==> config.mk <==
export PLATFORM = sky130hd
export DESIGN_NAME = first_best_fit_block_allocator_core
export DESIGN_NICKNAME = d
export VERILOG_FILES = /design/src/rtl/fbf_pkg.sv /design/src/rtl/fbf_ctrl.sv /design/src/rtl/fbf_dp.sv /design/src/rtl/first_best_fit_block_allocator_core.sv
export VERILOG_INCLUDE_DIRS = /design/src /design/src/rtl
export SDC_FILE = /design/constraint.sdc
export NUM_CORES = 1
export LEC_CHECK = 0
export BUFFER_PORTS_ARGS = -buffer_cell sky130_fd_sc_hd__buf_2
export CAP_MARGIN = 20
export CORE_MARGIN = 8
export CORE_UTILIZATION = 30
export CTS_CLUSTER_DIAMETER = 200
export DETAILED_ROUTE_END_ITERATION = 6
export GPL_TIMING_DRIVEN = 0
export SYNTH_ARGS = -nofsm -noshare
export SYNTH_HDL_FRONTEND = slang
export SYNTH_HIERARCHICAL = 1
export SYNTH_SLANG_ARGS = --single-unit
==> constraint.sdc <==
create_clock -name i_clk -period 6.95 [get_ports i_clk]
set_input_delay 0 -clock i_clk [delete_from_list [all_inputs] [get_ports i_clk]]
set_output_delay 0 -clock i_clk [all_outputs]
set_load 0.02 [all_outputs]
==> src/rtl/first_best_fit_block_allocator_core_macros.svh <==
// Assertion macros shared by the allocator RTL.
// Included by the controller and datapath files; no other dependencies.
`ifndef FIRST_BEST_FIT_BLOCK_ALLOCATOR_CORE_MACROS_SVH
`define FIRST_BEST_FIT_BLOCK_ALLOCATOR_CORE_MACROS_SVH

`ifndef NO_ASSERTIONS
// Property must hold at every clock edge outside reset.
`define FBF_ASSERT(label, clk, rst_n, prop) \
    label: assert property (@(posedge clk) disable iff (!rst_n) (prop)) \
        else $error("allocator assertion failed");
// Condition must never be true outside reset.
`define FBF_NEVER(label, clk, rst_n, cond) \
    label: assert property (@(posedge clk) disable iff (!rst_n) !(cond)) \
        else $error("allocator forbidden condition seen");
`else
`define FBF_ASSERT(label, clk, rst_n, prop)
`define FBF_NEVER(label, clk, rst_n, cond)
`endif

`endif

==> src/rtl/fbf_pkg.sv <==
// Package for the first/best-fit block allocator: payload structs, codes,
// controller/datapath command and status types. No dependencies.
package fbf_pkg;

    // Default sizing
    localparam int NUM_BLOCKS_DEF = 8;
    localparam int SIZE_BITS_DEF  = 16;

    // Fixed field widths
    localparam int SLOT_W   = 3;
    localparam int AMOUNT_W = 16;

    // Configuration port
    localparam int CFG_IDX_W  = 1;
    localparam int CFG_DATA_W = 4;
    localparam logic [CFG_IDX_W-1:0] REG_FIT_MODE      = 1'd0;
    localparam logic [CFG_IDX_W-1:0] REG_BLOCKS_IN_USE = 1'd1;
    localparam logic [CFG_DATA_W-1:0] BLOCKS_IN_USE_RST = 4'd8;

    // Command codes
    localparam logic CMD_LOAD  = 1'b0;
    localparam logic CMD_ALLOC = 1'b1;

    // Fit mode codes
    localparam logic FIT_FIRST = 1'b0;
    localparam logic FIT_BEST  = 1'b1;

    typedef struct packed {
        logic                command;
        logic [SLOT_W-1:0]   slot;
        logic [AMOUNT_W-1:0] amount;
        logic                batch_end;
    } t_request;

    typedef struct packed {
        logic                granted;
        logic [SLOT_W-1:0]   chosen_block;
        logic [AMOUNT_W-1:0] leftover;
        logic                batch_done;
    } t_result;

    // Controller to datapath
    typedef struct packed {
        logic capture;  // latch request, start first table read
        logic scan;     // evaluate one table entry
        logic finish;   // write back and load result register
    } t_dp_cmd;

    // Datapath to controller
    typedef struct packed {
        logic new_is_load;  // request at the port is a load
        logic no_search;    // search length is zero
        logic stop;         // scan ends with the current entry
    } t_dp_status;

endpackage

==> src/rtl/fbf_ctrl.sv <==
// Allocator controller: sequences accept, table scan and finish.
// Depends on fbf_pkg and the assertion macro header.
`include "first_best_fit_block_allocator_core_macros.svh"

module fbf_ctrl (
    input  logic                i_clk,
    input  logic                i_rst_n,
    input  logic                start,
    output logic                busy,
    input  fbf_pkg::t_dp_status i_status,
    output fbf_pkg::t_dp_cmd    o_cmd,
    output logic                o_done
);
    import fbf_pkg::*;

    typedef enum logic [1:0] {
        ST_IDLE,
        ST_SCAN,
        ST_FINISH
    } t_state;

    t_state r_state;
    t_state n_state;
    logic   r_done;

    // Next state and commands
    always_comb begin
        n_state = r_state;
        o_cmd   = '0;
        unique case (r_state)
            ST_IDLE: begin
                if (start) begin
                    o_cmd.capture = 1'b1;
                    if (i_status.new_is_load || i_status.no_search) begin
                        n_state = ST_FINISH;
                    end else begin
                        n_state = ST_SCAN;
                    end
                end
            end
            ST_SCAN: begin
                o_cmd.scan = 1'b1;
                if (i_status.stop) begin
                    n_state = ST_FINISH;
                end
            end
            ST_FINISH: begin
                o_cmd.finish = 1'b1;
                n_state      = ST_IDLE;
            end
            default: n_state = ST_IDLE;
        endcase
    end

    // State and result strobe
    always_ff @(posedge i_clk) begin
        if (!i_rst_n) begin
            r_state <= ST_IDLE;
            r_done  <= 1'b0;
        end else begin
            r_state <= n_state;
            r_done  <= (r_state == ST_FINISH);
        end
    end

    assign busy   = (r_state != ST_IDLE);
    assign o_done = r_done;

    `FBF_ASSERT(a_accept_goes_busy, i_clk, i_rst_n, (start && !busy) |=> busy)
    `FBF_ASSERT(a_finish_then_done, i_clk, i_rst_n, o_cmd.finish |=> (o_done && !busy))
    `FBF_ASSERT(a_done_single, i_clk, i_rst_n, o_done |=> !o_done)

endmodule

==> src/rtl/fbf_dp.sv <==
// Allocator datapath: free-size memory with valid bits, scan compare,
// best candidate tracking, write-back and result register.
// Depends on fbf_pkg and the assertion macro header.
`include "first_best_fit_block_allocator_core_macros.svh"

module fbf_dp #(
    parameter int NUM_BLOCKS = fbf_pkg::NUM_BLOCKS_DEF,
    parameter int SIZE_BITS  = fbf_pkg::SIZE_BITS_DEF
) (
    input  logic                              i_clk,
    input  logic                              i_rst_n,
    input  fbf_pkg::t_request                 i_request,
    input  logic                              i_fit_mode,
    input  logic [fbf_pkg::CFG_DATA_W-1:0]    i_blocks_in_use,
    input  fbf_pkg::t_dp_cmd                  i_cmd,
    output fbf_pkg::t_dp_status               o_status,
    output fbf_pkg::t_result                  o_result
);
    import fbf_pkg::*;

    localparam int IDX_W = (NUM_BLOCKS > 1) ? $clog2(NUM_BLOCKS) : 1;
    localparam int CNT_W = $clog2(NUM_BLOCKS + 1);
    localparam int LW    = (CNT_W > CFG_DATA_W) ? CNT_W : CFG_DATA_W;
    localparam int CW    = (SIZE_BITS > AMOUNT_W) ? SIZE_BITS : AMOUNT_W;
    localparam int IW3   = (IDX_W > SLOT_W) ? IDX_W : SLOT_W;
    localparam logic [LW-1:0] NUM_L = LW'(NUM_BLOCKS);

    // Free-size memory; entries read as zero until written
    logic [SIZE_BITS-1:0]  mem [NUM_BLOCKS];
    logic [NUM_BLOCKS-1:0] r_valid;
    logic [SIZE_BITS-1:0]  r_rd_data;
    logic                  r_rd_valid;

    t_request             r_req;
    logic [IDX_W-1:0]     r_idx;
    logic [IDX_W-1:0]     r_last;
    logic                 r_found;
    logic [IDX_W-1:0]     r_best;
    logic [SIZE_BITS-1:0] r_best_left;
    t_result              r_res;

    logic [LW-1:0]        biu_l;
    logic [LW-1:0]        lim;
    logic [LW-1:0]        lim_m1;
    logic [IDX_W-1:0]     rd_addr;
    logic [SIZE_BITS-1:0] have;
    logic [CW-1:0]        have_w;
    logic [CW-1:0]        amt_w;
    logic [CW-1:0]        diff_w;
    logic [SIZE_BITS-1:0] diff;
    logic                 fits;
    logic                 take;
    logic                 slot_ok;
    logic [IW3-1:0]       slot_w;
    logic [IW3-1:0]       best_w;
    logic [SIZE_BITS-1:0] load_val;
    logic [CW-1:0]        load_val_w;
    logic [CW-1:0]        best_left_w;
    logic                 we;
    logic [IDX_W-1:0]     wr_addr;
    logic [SIZE_BITS-1:0] wr_data;

    // Search length, clamped to the table
    assign biu_l  = LW'(i_blocks_in_use);
    assign lim    = (biu_l > NUM_L) ? NUM_L : biu_l;
    assign lim_m1 = lim - LW'(1);

    // Read address: entry 0 at accept, then the next entry while scanning
    always_comb begin
        if (i_cmd.capture) begin
            rd_addr = '0;
        end else if (r_idx == r_last) begin
            rd_addr = r_idx;
        end else begin
            rd_addr = r_idx + IDX_W'(1);
        end
    end

    // Compare the entry under scan against the request
    assign have   = r_rd_valid ? r_rd_data : '0;
    assign have_w = CW'(have);
    assign amt_w  = CW'(r_req.amount);
    assign fits   = (have_w >= amt_w);
    assign diff_w = have_w - amt_w;
    assign diff   = diff_w[SIZE_BITS-1:0];
    assign take   = fits && (!r_found || ((i_fit_mode == FIT_BEST) && (diff < r_best_left)));

    // Load and result field shaping
    assign slot_ok     = (LW'(r_req.slot) < NUM_L);
    assign slot_w      = IW3'(r_req.slot);
    assign best_w      = IW3'(r_best);
    assign load_val    = amt_w[SIZE_BITS-1:0];
    assign load_val_w  = CW'(load_val);
    assign best_left_w = CW'(r_best_left);

    // Single write port, used at finish
    assign we      = i_cmd.finish &&
                     ((r_req.command == CMD_LOAD) ? slot_ok : r_found);
    assign wr_addr = (r_req.command == CMD_LOAD) ? slot_w[IDX_W-1:0] : r_best;
    assign wr_data = (r_req.command == CMD_LOAD) ? load_val : r_best_left;

    // Memory array, registered read
    always_ff @(posedge i_clk) begin
        if (we) begin
            mem[wr_addr] <= wr_data;
        end
        r_rd_data <= mem[rd_addr];
    end

    // Valid bits and their registered read
    always_ff @(posedge i_clk) begin
        if (!i_rst_n) begin
            r_valid    <= '0;
            r_rd_valid <= 1'b0;
        end else begin
            if (we) begin
                r_valid[wr_addr] <= 1'b1;
            end
            r_rd_valid <= r_valid[rd_addr];
        end
    end

    // Request latch and scan state
    always_ff @(posedge i_clk) begin
        if (!i_rst_n) begin
            r_found <= 1'b0;
            r_idx   <= '0;
        end else if (i_cmd.capture) begin
            r_found <= 1'b0;
            r_idx   <= '0;
        end else if (i_cmd.scan) begin
            if (take) begin
                r_found <= 1'b1;
            end
            r_idx <= r_idx + IDX_W'(1);
        end
    end

    // Payload registers
    always_ff @(posedge i_clk) begin
        if (i_cmd.capture) begin
            r_req  <= i_request;
            r_last <= lim_m1[IDX_W-1:0];
        end
        if (i_cmd.scan && take) begin
            r_best      <= r_idx;
            r_best_left <= diff;
        end
        if (i_cmd.finish) begin
            r_res.batch_done <= r_req.batch_end;
            if (r_req.command == CMD_LOAD) begin
                r_res.granted      <= 1'b0;
                r_res.chosen_block <= r_req.slot;
                r_res.leftover     <= slot_ok ? load_val_w[AMOUNT_W-1:0] : '0;
            end else if (r_found) begin
                r_res.granted      <= 1'b1;
                r_res.chosen_block <= best_w[SLOT_W-1:0];
                r_res.leftover     <= best_left_w[AMOUNT_W-1:0];
            end else begin
                r_res.granted      <= 1'b0;
                r_res.chosen_block <= '0;
                r_res.leftover     <= '0;
            end
        end
    end

    assign o_status.new_is_load = (i_request.command == CMD_LOAD);
    assign o_status.no_search   = (i_blocks_in_use == '0);
    assign o_status.stop        = (fits && (i_fit_mode == FIT_FIRST)) || (r_idx == r_last);
    assign o_result             = r_res;

    `FBF_ASSERT(a_scan_in_range, i_clk, i_rst_n, i_cmd.scan |-> (r_idx <= r_last))
    `FBF_ASSERT(a_capture_clears_found, i_clk, i_rst_n, i_cmd.capture |=> !r_found)
    `FBF_NEVER(a_grant_in_range, i_clk, i_rst_n, i_cmd.finish && r_found && (r_best > r_last))

endmodule

==> src/rtl/first_best_fit_block_allocator_core.sv <==
// Top level of the first/best-fit block allocator: configuration registers,
// controller and datapath. Depends on fbf_pkg, fbf_ctrl and fbf_dp.
//
//  Port group      Direction  Handshake             Contents
//  request         in         start & !busy         i_request (t_request)
//  result          out        o_done, one cycle     o_result (t_result)
//  configuration   in         i_cfg_we              i_cfg_idx, i_cfg_data
//
// A load, or an allocate with a zero search length, goes from accept straight
// to the finish state. An allocate scans at most min(blocks_in_use,
// NUM_BLOCKS) blocks before its finish; the table memory is read one entry a
// cycle. First fit stops at the first fitting block.
// busy falls in the cycle o_done rises, so the next request may start then.
// Synchronous active-low reset; the table reads as zero after reset.
// The result has no back-pressure: o_done is high for exactly one cycle.
module first_best_fit_block_allocator_core #(
    parameter int NUM_BLOCKS = fbf_pkg::NUM_BLOCKS_DEF,
    parameter int SIZE_BITS  = fbf_pkg::SIZE_BITS_DEF
) (
    input  logic                           i_clk,
    input  logic                           i_rst_n,
    input  logic                           start,
    output logic                           busy,
    input  fbf_pkg::t_request              i_request,
    output logic                           o_done,
    output fbf_pkg::t_result               o_result,
    input  logic                           i_cfg_we,
    input  logic [fbf_pkg::CFG_IDX_W-1:0]  i_cfg_idx,
    input  logic [fbf_pkg::CFG_DATA_W-1:0] i_cfg_data
);
    import fbf_pkg::*;

    logic                  r_fit_mode;
    logic [CFG_DATA_W-1:0] r_blocks_in_use;
    t_dp_cmd               dp_cmd;
    t_dp_status            dp_status;

    // Configuration registers
    always_ff @(posedge i_clk) begin
        if (!i_rst_n) begin
            r_fit_mode      <= FIT_FIRST;
            r_blocks_in_use <= BLOCKS_IN_USE_RST;
        end else if (i_cfg_we) begin
            unique case (i_cfg_idx)
                REG_FIT_MODE:      r_fit_mode      <= i_cfg_data[0];
                REG_BLOCKS_IN_USE: r_blocks_in_use <= i_cfg_data;
                default: ;
            endcase
        end
    end

    fbf_ctrl u_ctrl (
        .i_clk    (i_clk),
        .i_rst_n  (i_rst_n),
        .start    (start),
        .busy     (busy),
        .i_status (dp_status),
        .o_cmd    (dp_cmd),
        .o_done   (o_done)
    );

    fbf_dp #(
        .NUM_BLOCKS (NUM_BLOCKS),
        .SIZE_BITS  (SIZE_BITS)
    ) u_dp (
        .i_clk           (i_clk),
        .i_rst_n         (i_rst_n),
        .i_request       (i_request),
        .i_fit_mode      (r_fit_mode),
        .i_blocks_in_use (r_blocks_in_use),
        .i_cmd           (dp_cmd),
        .o_status        (dp_status),
        .o_result        (o_result)
    );

endmodule

======== Word level (Yosys, flattened, before mapping) ========
Memories as Yosys holds them, arrays and structs flattened. A register that Yosys moved wholly into a read port is not among the register bits.
Cells that the tools add are included.
storage, ports and cells
  memory bits (writable) .................. 128
  word-level logic and storage cells ...... 80
  flip-flop bits (word level) ............. 85
  output and inout bits ................... 23
  memories ................................ 1
  input bits .............................. 30
operators by class
  bitwise logic cells ..................... 5
  mux-type cells .......................... 23
  equality and inequality tests ........... 5
  order comparisons ....................... 6
  reduce and logical (&&, ||, !) cells .... 18
  $add $sub $neg .......................... 3
memories
  name      depth  width  read ports  clocked after memory_dff  write ports  RTL line      source
  u_dp.mem  8      16     1           1                         1            fbf_dp.sv:29  logic [SIZE_BITS-1:0] mem [NUM_BLOCKS];
operator list
  cell                 number
  $mux 16              2
  $mux 20              1
  $mux 19              1
  $ge 16x16->1         1
  $lt 16x16->1         1
  $sub 16x16->16       1
  $mux 3               4
  $mux 1               9
  $lt 3x4->1 const B   2
  $or 8x8->8           1
  $reduce_and 2->1     4
  $logic_and 1x1->1    6
  $mux 2               3
  $gt 4x4->1 const B   1
  $logic_not 4->1      1
  $ne 2x2->1 const B   2
  $not 1->1            4
  $pmux 2 s2           1
  $add 3x1->3 const B  1
  $bmux 1 s3           1
  $demux 1 s3          1
  $eq 3x3->1           1
  $ge 3x1->1 const B   1
  $logic_or 1x1->1     3
  other kinds (7)      7

======== Longest topological paths before layout ========
Gate-level depths: netlist (run 1).
  word-level depth ........................ 7
  depth in mapped cells ................... 17
  gate-level depth less buffers ........... 16

======== Cells and area by module ========
Netlist (run 1), hierarchy kept.
modules (own cells, without submodules)
  module                               instances  cells an instance  seq. area each (um2)  area an instance (um2)
  fbf_dp                               1          685                6,346.1               9,708.1
  first_best_fit_block_allocator_core  1          22                 100.1                 202.7
  fbf_ctrl                             1          18                 60.1                  146.4

======== Least setup slack after synthesis (run 1) ========
No wires, ideal clock.
  path kind ............................... flip-flop to flip-flop
  start ................................... reg u_dp.r_rd_valid
  end ..................................... reg u_dp.r_best_left[0] (netlist: u_dp/best_left_w[0]), enable pin
  path buffers ............................ 1
  setup time .............................. 0.444 ns
  slack ................................... 1.638 ns
  required time ........................... 6.506 ns
  data arrival time ....................... 4.868 ns
  cell stages (with the launch flop) ...... 16
  period minus slack after synthesis ...... 5.312 ns
  cells stage by stage .................... dfxtp_1 > clkbuf_1 > nand2_1 > inv_1 > ha_1 > nor2b_1 > o2111ai_1 > a311oi_1 > o31ai_1 > or4b_1 > o311ai_0 > ha_1 > nand4_1 > or4_1 > a21oi_1 > nor4_1
between the ends
  word-level cells in the longest chain between the ends .. 7
  elaborated cells on any way between the ends .. 8
  those cells by class .................... add/sub: 1; order compare: 2; mux: 1; reduce/logical: 4
RTL lines
  element                   RTL line       source
  start: declaration        fbf_dp.sv:32   logic r_rd_valid;
  start signal: assignment  fbf_dp.sv:119  r_rd_valid <= r_valid[rd_addr];
  $mux 16                   fbf_dp.sv:80   assign have = r_rd_valid ? r_rd_data : '0;
  $sub 16x16->16            fbf_dp.sv:84   assign diff_w = have_w - amt_w;
  via u_dp.diff[13]         fbf_dp.sv:50   logic [SIZE_BITS-1:0] diff;
  $lt 16x16->1              fbf_dp.sv:86   assign take = fits && (!r_found || ((i_fit_mode == FIT_BEST) && (diff < r_best_left)));
  $logic_and 1x1->1         fbf_dp.sv:86
  $logic_or 1x1->1          fbf_dp.sv:86
  $logic_and 1x1->1         fbf_dp.sv:86
  $logic_and 1x1->1         fbf_dp.sv:145  if (i_cmd.scan && take) begin
  end signal: assignment    fbf_dp.sv:147  r_best_left <= diff;
  end: declaration          fbf_dp.sv:39   logic [SIZE_BITS-1:0] r_best_left;
The timed path passes the listed nets, and every way through them passes these cells.
A chain may end at the register's enable or synchronous reset.

======== Worst setup path after layout (run 1) ========
  start ................................... reg u_dp.r_rd_valid
  end ..................................... reg u_dp.r_best_left[10] (netlist: u_dp/best_left_w[10]), enable pin
The elaborated chain is that of the path after synthesis.

==> metrics.log, run 1 <==
INFO  metric setup-tns-final = 0 ps
INFO  metric yosys_most_used_dff = sky130_fd_sc_hd__edfxtp_1
INFO  metric post_synth_inst_count = 725
INFO  metric post-route-worst-setup-slack = 2150 ps
INFO  metric finalWeightedCongestion = 0.835
INFO  metric rr_startpoint = u_dp/r_rd_valid
INFO  metric p_leak = 4.67 nW
INFO  metric route.detailed.vias_per_inst = 4.50
INFO  metric crit_path_capture_type = register
INFO  metric grt.overflow.total = 0
INFO  metric drt_pass1_iterations = 4
INFO  metric crit_top_cell = sky130_fd_sc_hd__ha_1
INFO  metric fmaxAchievable = 0.208 GHz
INFO  metric startpoint_type = register
INFO  metric cts_buffer_depth = 3
INFO  metric die_x = 199 um
INFO  metric fin_util = 0.373
INFO  metric drt-total-wl = 22.4 mm
INFO  metric synthToLayoutAreaGrowth = 23.3%
INFO  metric grt_pass1_vias = 6124
INFO  metric placementRows = 67
INFO  metric detail_route.wl_per_cell = 16.9 um
INFO  metric timing.reg2reg.worst_path_depth = 16
INFO  metric ys_warn_count = 6
INFO  metric timing.max_cap.violations = 0
INFO  metric design.die.area = 39600 um^2
INFO  metric maximum_number_of_pins_on_one_net_before_global_route_repair = 33
INFO  metric synth.cell_area = 10100 um^2
INFO  metric post-synth-top-area-fraction = 0.573
INFO  metric fin_worst_hold_slack = 178 ps
INFO  metric period_needed = 4800 ps
INFO  metric core_region_area = 33300 um^2
INFO  metric antenna-diode-count = 0
INFO  metric initial_antenna_violation_count = 0
INFO  metric vdd_ir_drop_max = 0.141 mV
INFO  metric fraction_of_met2_tracks_used_by_global_routing = 0.191
INFO  metric cts_resized = 0
INFO  metric grt_pass1_wl = 35.1 mm
INFO  metric period_share = 0.691
INFO  metric clock_tree.htree_level_count = 1
INFO  metric grt_util_met3 = 0.0224
INFO  metric port_buffers = 52
INFO  metric compound_gate_portion_of_the_synthesized_area = 0.0810
INFO  metric worstSkewPairLatency = 530 ps
INFO  metric tritoncts = done
INFO  metric timing.critical_path.fanout_max = 10
INFO  metric fillerInstances = 3177
INFO  metric dp_hpwl = 16.2 mm
INFO  metric synth.yosys.seq_area_share = 0.647
INFO  metric timing.rr.end = u_dp/best_left_w[10]
INFO  metric yosys-top-cells-area = sky130_fd_sc_hd__edfxtp_1 (57%), sky130_fd_sc_hd__dfxtp_1 (7.4%), sky130_fd_sc_hd__mux2i_1 (5.2%)
INFO  metric ys_seq_elements = 229
INFO  metric cts_inserted_buffers = 26
INFO  metric num_vias = 5951
INFO  metric synth-adder-area-share = 0.0443
INFO  metric critical_path_required = 7170 ps
INFO  metric dieHeight = 199 um
INFO  metric postSynthNetCount = 790
INFO  metric post_synth_mux_area_share = 0.0932
INFO  metric critical_path.top_delay_family = simple AND/OR/NAND/NOR gates
INFO  metric timing.critical_path.from = u_dp/r_rd_valid
INFO  metric critical_path_arrival = 5020 ps
INFO  metric synth_top_cell_by_area = sky130_fd_sc_hd__edfxtp_1
INFO  metric layout_nets = 920
INFO  metric grt_util_met1 = 0.147
INFO  metric unrepaired_setup_endpoints_after_global_routing = no
INFO  metric preCtsSetupSlack = 2170 ps
INFO  metric synth-edff-count = 192
INFO  metric drive_above_1_share = 0.190
INFO  metric hold_path.startpoint = i_request[17]
INFO  metric cp_num_buf_inv = 3
INFO  metric worst_setup_path_endpoint = u_dp/best_left_w[10]
INFO  metric postSynth.asyncResetShare = 0
INFO  metric outcome = finished, final reports clean
INFO  metric gr-usage-all-layers = 0.114
INFO  metric timing.reg2reg.setup_slack = 2150 ps
INFO  metric area_occupied_by_multi_input_gates = 3290 um^2
INFO  metric synth_common_cells = sky130_fd_sc_hd__edfxtp_1 (192), sky130_fd_sc_hd__mux2i_1 (52), sky130_fd_sc_hd__inv_1 (46)
INFO  metric cts_setup_buffers = 0
INFO  metric timing_worst_setup_path_type = register to register
INFO  metric number_of_hold_slack_violations_in_the_final_timing_report = 0
INFO  metric tightestPinTransition = 1050 ps
INFO  metric cp_cell_sequence = clkbuf_1 > nand2_1 > inv_1 > ha_1 > nor2b_1 > o2111ai_1 > a311oi_1 > o31ai_1 > or4b_1 > o311ai_0 > ha_1 > nand4_1 > or4_1 > a21oi_1 > nor4_2 > buf_4
INFO  metric design_power_total = 3.24 mW
INFO  metric post_route_clock_skew = 17.2 ps
INFO  metric cell_with_the_most_instances_after_synthesis = sky130_fd_sc_hd__edfxtp_1
INFO  metric register_cell_area_after_layout = 6510 um^2
INFO  metric holdCritPathClass = input port to register
INFO  metric cp_num_cells = 16
INFO  metric drc = 0
INFO  metric route.antenna.remaining_nets = 0
INFO  metric final_max_slew_viol_count = 0
INFO  metric syn_area_per_cell = 13.9 um^2
INFO  metric post_synth_xor_area_fraction = 0.0147
INFO  metric initialDrtViolationCount = 331
INFO  metric tritoncts_num_sinks = 229
INFO  metric cts.clk_slew.worst_paths = 60 ps
INFO  metric floorplan.io_pins = 53
INFO  metric setup_viol = 0
INFO  metric synth-simple-area-share = 0.0898
INFO  metric cell_type_of_the_slowest_stage_on_the_worst_timing_path = sky130_fd_sc_hd__nor4_2
INFO  metric timing.critical_path.slowest_cell_delay = 540 ps
INFO  metric clk_root_buffer_cell = sky130_fd_sc_hd__clkbuf_16
INFO  metric grt.busiest_layer = met2
INFO  metric initial_core_util = 0.302
INFO  metric ys_types = 67
INFO  metric relSlewSlack = 0.293
INFO  metric power.density_cell_area = 262 nW/um^2
INFO  metric dominant_combinational_cell_family_by_area_after_synthesis = multiplexers
-- cells in the final DEF, fill, tap and decap left out, types with 5 or more instances in the layout --
cell                            synthesis  final
sky130_fd_sc_hd__a21oi_1               17     17
sky130_fd_sc_hd__and2_1                16     16
sky130_fd_sc_hd__buf_2                  8     60
sky130_fd_sc_hd__buf_4                  4      6
sky130_fd_sc_hd__buf_8                  0      6
sky130_fd_sc_hd__clkbuf_1               9     12
sky130_fd_sc_hd__clkbuf_16              0     27
sky130_fd_sc_hd__dfxtp_1               37     37
sky130_fd_sc_hd__dlygate4sd3_1          0     38
sky130_fd_sc_hd__edfxtp_1             192    192
sky130_fd_sc_hd__ha_1                  34     34
sky130_fd_sc_hd__inv_1                 46     46
sky130_fd_sc_hd__mux2_1                12     12
sky130_fd_sc_hd__mux2_2                21     21
sky130_fd_sc_hd__mux2i_1               52     52
sky130_fd_sc_hd__nand2_1               43     43
sky130_fd_sc_hd__nand2b_1               7      7
sky130_fd_sc_hd__nand3_1                7      7
sky130_fd_sc_hd__nand4_1                5      5
sky130_fd_sc_hd__nor2_1                30     22
sky130_fd_sc_hd__nor2_2                 1      8
sky130_fd_sc_hd__nor2b_1               25     24
sky130_fd_sc_hd__nor3_1                 8      8
sky130_fd_sc_hd__o21a_1                16     16
sky130_fd_sc_hd__o21ai_0               22     22
sky130_fd_sc_hd__o221ai_1              16     16
sky130_fd_sc_hd__o31ai_1                6      6
sky130_fd_sc_hd__or3_1                 16     16
sky130_fd_sc_hd__xnor2_1               11     11
-- kinds of logic (layout without fill, tap and decap cells) --
group / count (synthesis) / in the layout
AOI/OAI and AO/OA: 116 / 116
xor gates and xnor gates: 16 / 16
adders and majority gates: 35 / 35
buffers and inverters: 70 / 220
DFF: 229 / 229
muxes: 87 / 87
and+or+nand+nor: 172 / 172
-- timing repair --
item / CTS / global route
endpoints found under the setup margin: 0 / 0
hold buffers: 38 / 0
hold endpoints to repair: 30 / 0
-- per-layer routing --
metal  share of wire  vias up
li1                -     2974
met3           0.046       34
met4           0.022        0
met2            0.48      109
met1            0.46     2834
met5               0        -
-- report_power, final --
group / switching (mW) / internal, mW / leakage, nW
combinational: 0.149 / 0.107 / 2.17
clock: 0.551 / 0.893 / 0.447
sequential: 0.0133 / 1.53 / 2.05
-- metrics by stage --
stage	instances	instance area (um^2)
floorplan	725	10100
global placement	1225	10900
detailed placement	1235	11100
CTS	1321	12400
global route	1323	12400
finish	1323	12400
-- worst register-to-register path: cells and delay by family (launching register included) --
family,cells,cell delay [ps]
buf+inv,3,720
flops,1,410
fa+ha+maj,2,580
simple gates,6,1570
compound gates,5,1210
-- sequential cells by signal (all words and copies together) (netlist names), 2 cells and up --
register and cells:
u_dp/r_idx 3, r_blocks_in_use 4, u_dp/best_left_w 16, u_ctrl/r_state 2
u_dp/r_valid 8, u_dp/amt_w 16, u_dp/o_result 21, u_dp/slot_w 3
u_dp/mem 128, u_dp/r_rd_data 16, u_dp/best_w 3, u_dp/r_req 2
u_dp/r_last 3
-- cell type report --
cell class                      instances  share of cell area
Sequential cell                       229               0.525
Multi-Input combinational cell        426               0.265
Timing Repair Buffer                  102              0.0658
Clock buffer                           33              0.0587
Tap cell                              448              0.0452
Clock inverter                         15              0.0161
Inverter                               46              0.0139
Buffer                                 24              0.0105
-- worst min path at each step --
stage	to	slack (ps)	cells past startpoint
global placement	u_dp/slot_w[0]	180	1
floorplan	u_dp/amt_w[0]	100	0
detailed placement	u_dp/amt_w[5]	180	1
finish	u_dp/slot_w[0]	180	2
CTS	u_dp/amt_w[6]	160	2
global route	u_dp/slot_w[0]	160	2
Power figures use the tool's default switching activity.
==> run 2: changes to the inputs <==
Settings changed: ABC_AREA set to 1.
Clock period 6.95 ns to 4.92 ns, I/O delays scaled along.
==> run 2 against run 1 <==
Compared with the run above:
- critical path depth up 2
- sequential cell count stayed put
- die area up 2.5%
- sequential power rose by 44%
- critical endpoint is now u_dp/best_left_w[12]
==> metrics.log, run 2 <==
INFO  metric outcome = finished, final reports clean
INFO  metric route.detailed.vias_per_inst = 4.42
INFO  metric timing.reg2reg.setup_slack = 530 ps
INFO  metric cts_setup_buffers = 0
INFO  metric synth-adder-area-share = 0.0431
INFO  metric setup_viol = 0
INFO  metric holdCritPathClass = input port to register
INFO  metric synth.yosys.seq_area_share = 0.630
INFO  metric post_synth_inst_count = 979
INFO  metric placementRows = 68
INFO  metric post-synth-top-area-fraction = 0.558
INFO  metric timing.critical_path.fanout_max = 14
INFO  metric ys_warn_count = 6
INFO  metric cts_resized = 0
INFO  metric tritoncts_num_sinks = 229
INFO  metric unrepaired_setup_endpoints_after_global_routing = no
INFO  metric yosys_most_used_dff = sky130_fd_sc_hd__edfxtp_1
INFO  metric compound_gate_portion_of_the_synthesized_area = 0.0820
INFO  metric timing.max_cap.violations = 0
INFO  metric grt_pass1_vias = 7139
INFO  metric syn_area_per_cell = 10.6 um^2
INFO  metric synthToLayoutAreaGrowth = 20.8%
INFO  metric drt_pass1_iterations = 7
INFO  metric power.density_cell_area = 364 nW/um^2
INFO  metric largest-register = u_dp/mem
INFO  metric post_synth_xor_area_fraction = 0.0136
INFO  metric postSynthNetCount = 1044
INFO  metric synth-edff-count = 192
INFO  metric dp_hpwl = 17.1 mm
INFO  metric floorplan.io_pins = 53
INFO  metric period_share = 0.893
INFO  metric cp_num_buf_inv = 3
INFO  metric final_max_slew_viol_count = 0
INFO  metric synth-simple-area-share = 0.151
INFO  metric drc = 0
INFO  metric cell_type_of_the_slowest_stage_on_the_worst_timing_path = sky130_fd_sc_hd__fa_1
INFO  metric num_vias = 7003
INFO  metric fin_util = 0.365
INFO  metric layout_common_cells = sky130_fd_sc_hd__nand2_1 (254), sky130_fd_sc_hd__edfxtp_1 (192), sky130_fd_sc_hd__inv_1 (166)
INFO  metric initial_core_util = 0.302
INFO  metric mostFrequentLayoutCell = sky130_fd_sc_hd__nand2_1
INFO  metric number_of_hold_slack_violations_in_the_final_timing_report = 0
INFO  metric route.antenna.remaining_nets = 0
INFO  metric maximum_number_of_pins_on_one_net_before_global_route_repair = 27
INFO  metric die_x = 202 um
INFO  metric critical_path_arrival = 4600 ps
INFO  metric port_buffers = 52
INFO  metric crit_path_capture_type = register
INFO  metric cts_hold_buffers = 38
INFO  metric drive_above_1_share = 0.133
INFO  metric timing.critical_path.slowest_cell_delay = 420 ps
INFO  metric yosys-top-cells-area = sky130_fd_sc_hd__edfxtp_1 (56%), sky130_fd_sc_hd__nand2_1 (9.2%), sky130_fd_sc_hd__dfxtp_1 (7.2%)
INFO  metric synth.cell_area = 10300 um^2
INFO  metric cts_inserted_buffers = 25
INFO  metric dieHeight = 202 um
INFO  metric grt.overflow.total = 0
INFO  metric gr-usage-all-layers = 0.116
INFO  metric postSynth.asyncResetShare = 0
INFO  metric crit_top_cell = sky130_fd_sc_hd__nand2_1
INFO  metric synth_common_cells = sky130_fd_sc_hd__nand2_1 (254), sky130_fd_sc_hd__edfxtp_1 (192), sky130_fd_sc_hd__inv_1 (166)
INFO  metric relSlewSlack = 0.290
INFO  metric detail_route.wl_per_cell = 15.0 um
INFO  metric combPwrFrac = 0.127
INFO  metric placedInstanceArea = 11300 um^2
INFO  metric critical_path_required = 5130 ps
INFO  metric drt-total-wl = 23.7 mm
INFO  metric clock_tree.htree_level_count = 1
INFO  metric grt_pass1_wl = 38.0 mm
INFO  metric power.share.sequential = 0.489
INFO  metric startpoint_type = register
INFO  metric layout_nets = 1176
INFO  metric tightestPinTransition = 1050 ps
INFO  metric post_route_clock_skew = 17.6 ps
INFO  metric cts.clk_slew.worst_paths = 60 ps
INFO  metric timing_worst_setup_path_type = register to register
INFO  metric internal_power = 3.41 mW
INFO  metric cts_buffer_depth = 3
INFO  metric cell_area_after_layout = 12500 um^2
INFO  metric fmaxAchievable = 0.228 GHz
INFO  metric finalWeightedCongestion = 0.804
INFO  metric dominant_combinational_cell_family_by_area_after_synthesis = simple AND/OR/NAND/NOR gates
INFO  metric post_synth_mux_area_share = 0
INFO  metric cp_cell_sequence = clkbuf_1 > clkbuf_1 > nand2_1 > ha_1 > fa_1 > o21ai_1 > nand2_1 > nand2_1 > a21oi_1 > o21ai_1 > xor2_1 > ha_1 > nand3_1 > nand2_1 > nand3_1 > nand3_1 > a21oi_2 > buf_8
INFO  metric power.net_switching = 1.13 mW
INFO  metric design.die.area = 40600 um^2
INFO  metric critical_path.top_delay_family = compound AO/OA/AOI/OAI gates
INFO  metric tritoncts = done
INFO  metric number_of_flip_flops_under_the_largest_register_name = 128
INFO  metric worstSkewPairLatency = 520 ps
INFO  metric synth_top_cell_by_area = sky130_fd_sc_hd__edfxtp_1
INFO  metric p_clk_frac = 0.383
INFO  metric ys_seq_elements = 229
INFO  metric core_region_area = 34200 um^2
INFO  metric initial_antenna_violation_count = 0
INFO  metric p_leak = 5.24 nW
INFO  metric ys_types = 37
INFO  metric vdd_ir_drop_max = 0.216 mV
INFO  metric antenna-diode-count = 0
INFO  metric cell_with_the_most_instances_after_synthesis = sky130_fd_sc_hd__nand2_1
INFO  metric period_needed = 4390 ps
INFO  metric sw_frac_of_total = 0.250
INFO  metric clk_root_buffer_cell = sky130_fd_sc_hd__clkbuf_16
INFO  metric initialDrtViolationCount = 451
## run 2: changes by cell type after synthesis, sizes merged, moves of 14 or more
cell    previous run  this run
mux2              33         0
nand2             43       258
o21a              16         0
nor2b             26         0
nor2              31        56
inv               46       172
o221ai            16         0
nand3              7        21
a21oi             17        31
mux2i             53         0
o211ai             3        64
or3               16         0
## run 2: final timing paths
path                         from                    to  cells past startpoint
setup / recovery  u_dp/r_rd_valid  u_dp/best_left_w[12]                     18
hold / removal       i_request[5]         u_dp/amt_w[4]                      2
setup reg to reg  u_dp/r_rd_valid  u_dp/best_left_w[12]                     18
hold reg to reg     u_dp/r_req[0]      u_dp/o_result[0]                      0
## run 2: layer usage
metal / global-route usage / up-vias / wire length (um)
li1: - / 3519 / -
met1: 0.148 / 3318 / 10700
met2: 0.202 / 132 / 11600
met3: 0.0167 / 34 / 951
met4: 0.0284 / 0 / 464
met5: 0 / - / 0
## run 2: through the flow
step,total power [mW],TNS (ps),hold slack (ps),setup WS (ps),cells
floorplan,2.63,0,84.6,767,979
global placement,2.80,-8770,178,-464,1486
detailed placement,2.82,0,178,547,1498
CTS,4.59,0,173,506,1581
global route,4.74,0,180,34.4,1584
finish,4.54,0,198,528,1584
## run 2: layout make-up
cell class | instances | area, um^2
flip-flops and latches | 229 | 6510
plain buffers | 29 | 193
multi-input cells | 549 | 3020
clock buffers | 38 | 724
well taps | 455 | 569
repair buffers | 105 | 783
inverters | 172 | 646
fillers | 3400 | 21700
clock inverters | 7 | 40.0
## run 2: kinds of logic after synthesis
group	Yosys count
and+or+nand+nor	368
DFF	229
buffers and inverters	201
AOI/OAI and AO/OA	130
adders and majority gates	35
xor gates and xnor gates	16
## run 2: worst register-to-register path: cells and delay by family, from the launching register on
family / cells / cell delay (ps)
compound gates: 4 / 1010
fa+ha+maj: 3 / 930
flops: 1 / 310
buf+inv: 3 / 890
simple gates: 7 / 740
xor+xnor: 1 / 210
## run 2: power groups by stage
stage                     combinational, mW  clock (mW)  sequential (mW)
after floorplan                       0.355           0             2.27
after global placement                0.540           0             2.26
after detailed placement              0.558           0             2.26
after CTS                             0.585        1.78             2.22
after global routing                  0.655        1.86             2.23
final                                 0.578        1.74             2.22
==> run 3: changes to the inputs <==
Settings changed: ABC_AREA 1 to not set, CORE_UTILIZATION 30 to 41.
==> run 3 against run 2 <==
Compared with the run above:
- cell count shrank 24%
- register-to-register slack lost 210 ps
- critical path depth shrank 2
- combinational power shrank 37%
- non-clock buffer count shrank 6
- clock power grew 16%
- die area shrank 27%
- setup slack lost 210 ps
- power grew 0.11%
- via count shrank 13%
- sequential power shrank 2%
- largest cell class unchanged
- largest power group unchanged
==> metrics.log, run 3 (synthesis results as in run 1) <==
INFO  metric fmaxAchievable = 0.218 GHz
INFO  metric tightestPinTransition = 1110 ps
INFO  metric dieHeight = 173 um
INFO  metric die_x = 173 um
INFO  metric number_of_flip_flops_under_the_largest_register_name = 128
INFO  metric drive_above_1_share = 0.194
INFO  metric detail_route.wl_per_cell = 18.3 um
INFO  metric dp_hpwl = 15.3 mm
INFO  metric design.die.area = 29800 um^2
INFO  metric unrepaired_setup_endpoints_after_global_routing = no
INFO  metric placementRows = 57
INFO  metric setup_viol = 0
INFO  metric route.detailed.vias_per_inst = 5.07
INFO  metric fillerInstances = 2074
INFO  metric drt-total-wl = 21.9 mm
INFO  metric layout_common_cells = sky130_fd_sc_hd__edfxtp_1 (192), sky130_fd_sc_hd__buf_2 (60), sky130_fd_sc_hd__mux2i_1 (52)
INFO  metric mostFrequentLayoutCell = sky130_fd_sc_hd__edfxtp_1
INFO  metric grt.overflow.total = 0
INFO  metric outcome = finished, final reports clean
INFO  metric critical_path_arrival = 4860 ps
INFO  metric cts_inserted_buffers = 24
INFO  metric tritoncts_num_sinks = 229
INFO  metric timing.critical_path.slowest_cell_delay = 520 ps
INFO  metric layout_nets = 920
INFO  metric largest-register = u_dp/mem
INFO  metric period_needed = 4600 ps
INFO  metric setup-tns-final = 0 ps
INFO  metric crit_top_cell = sky130_fd_sc_hd__ha_1
INFO  metric gr-usage-all-layers = 0.145
INFO  metric cp_cell_sequence = clkbuf_1 > nand2_1 > inv_1 > ha_1 > nor2b_1 > o2111ai_1 > a311oi_1 > o31ai_2 > or4b_1 > o311ai_0 > ha_1 > nand4_1 > or4_1 > a21oi_1 > nor4_4 > buf_4
INFO  metric drc = 0
INFO  metric grt_pass1_wl = 34.7 mm
INFO  metric design_power_total = 4.55 mW
INFO  metric clock_tree.htree_level_count = 1
INFO  metric p_leak = 4.66 nW
INFO  metric initial_antenna_violation_count = 0
INFO  metric num_vias = 6064
INFO  metric relSlewSlack = 0.251
INFO  metric timing.critical_path.fanout_max = 10
INFO  metric holdCritPathClass = input port to register
INFO  metric placedInstanceArea = 10900 um^2
INFO  metric worstSkewPairLatency = 510 ps
INFO  metric finalWeightedCongestion = 0.853
INFO  metric timing.max_cap.violations = 0
INFO  metric floorplan.io_pins = 53
INFO  metric antenna-diode-count = 0
INFO  metric route.antenna.remaining_nets = 0
INFO  metric final_max_slew_viol_count = 0
INFO  metric core_region_area = 24200 um^2
INFO  metric cp_num_buf_inv = 3
INFO  metric vdd_ir_drop_max = 0.252 mV
INFO  metric period_share = 0.934
INFO  metric critical_path_required = 5180 ps
INFO  metric initial_core_util = 0.416
INFO  metric cts.clk_slew.worst_paths = 60 ps
INFO  metric fin_util = 0.506
INFO  metric post_route_clock_skew = 6.87 ps
INFO  metric critical_path.top_delay_family = simple AND/OR/NAND/NOR gates
INFO  metric power.density_cell_area = 371 nW/um^2
INFO  metric number_of_hold_slack_violations_in_the_final_timing_report = 0
INFO  metric cell_type_of_the_slowest_stage_on_the_worst_timing_path = sky130_fd_sc_hd__or4_1
INFO  metric crit_path_capture_type = register
INFO  metric startpoint_type = register
INFO  metric drt_pass1_iterations = 4
INFO  metric synthToLayoutAreaGrowth = 21.7%
INFO  metric tritoncts = done
INFO  metric initialDrtViolationCount = 302
INFO  metric cell_area_after_layout = 12200 um^2
INFO  metric clk_root_buffer_cell = sky130_fd_sc_hd__clkbuf_16
INFO  metric grt_pass1_vias = 6249
INFO  metric timing_worst_setup_path_type = register to register
INFO  metric fin_worst_hold_slack = 199 ps
INFO  metric maximum_number_of_pins_on_one_net_before_global_route_repair = 33
INFO  metric port_buffers = 52
INFO  metric cts_buffer_depth = 3
[run 3: cell count changes in the layout (fill, tap and decap cells not counted), sizes merged, moves of 7 or more]
cell | before | now
a21oi | 31 | 17
nor2b | 0 | 26
clkbuf | 52 | 41
mux2 | 0 | 33
o21a | 0 | 16
or3 | 0 | 16
o211ai | 64 | 3
mux2i | 0 | 53
o221ai | 0 | 16
inv | 173 | 47
nand2b | 0 | 7
nand2 | 258 | 43
nor2 | 56 | 31
nand3 | 21 | 7
[run 3: layer usage]
metal / track usage / wire [um]
met4: 0.0381 / 340
met1: 0.185 / 9980
met3: 0.0248 / 805
met5: 0 / 0
met2: 0.252 / 10700
[run 3: stage by stage]
stage	std cells	worst slack (ps)
floorplan	725	392
global placement	1101	-937
detailed placement	1110	-96.9
CTS	1190	29.0
global route	1197	32.9
finish	1197	323
[run 3: worst paths after layout]
path | slack, ps | cells after the start | start | to
hold reg to reg | 420 | 0 | u_dp/r_req[0] | u_dp/o_result[0]
hold / removal | 200 | 2 | i_request[6] | u_dp/amt_w[5]
setup / recovery | 320 | 16 | u_dp/r_rd_valid | u_dp/best_w[2]
setup reg to reg | 320 | 16 | u_dp/r_rd_valid | u_dp/best_w[2]
[run 3: repair_timing]
item                                    CTS  global route
buffers inserted                          0             1
hold endpoints to repair                 30             0
resized for setup                         0             1
hold buffers                             36             0
endpoints found under the setup margin    9            19
pin swaps                                 1             1
[run 3: cell type report]
class                           instances  area [um^2]  share of cell area
Clock buffer                           26          639              0.0522
Multi-Input combinational cell        426         3300               0.270
Inverter                               46          173              0.0141
Buffer                                 24          130              0.0106
Timing Repair Buffer                  104          835              0.0682
Tap cell                              324          405              0.0331
Clock inverter                         18          255              0.0208
Sequential cell                       229         6510               0.531
[run 3: power by group]
part | switching (mW) | internal [mW]
Sequential | 0.0179 | 2.16
Clock | 0.749 | 1.26
Combinational | 0.211 | 0.151
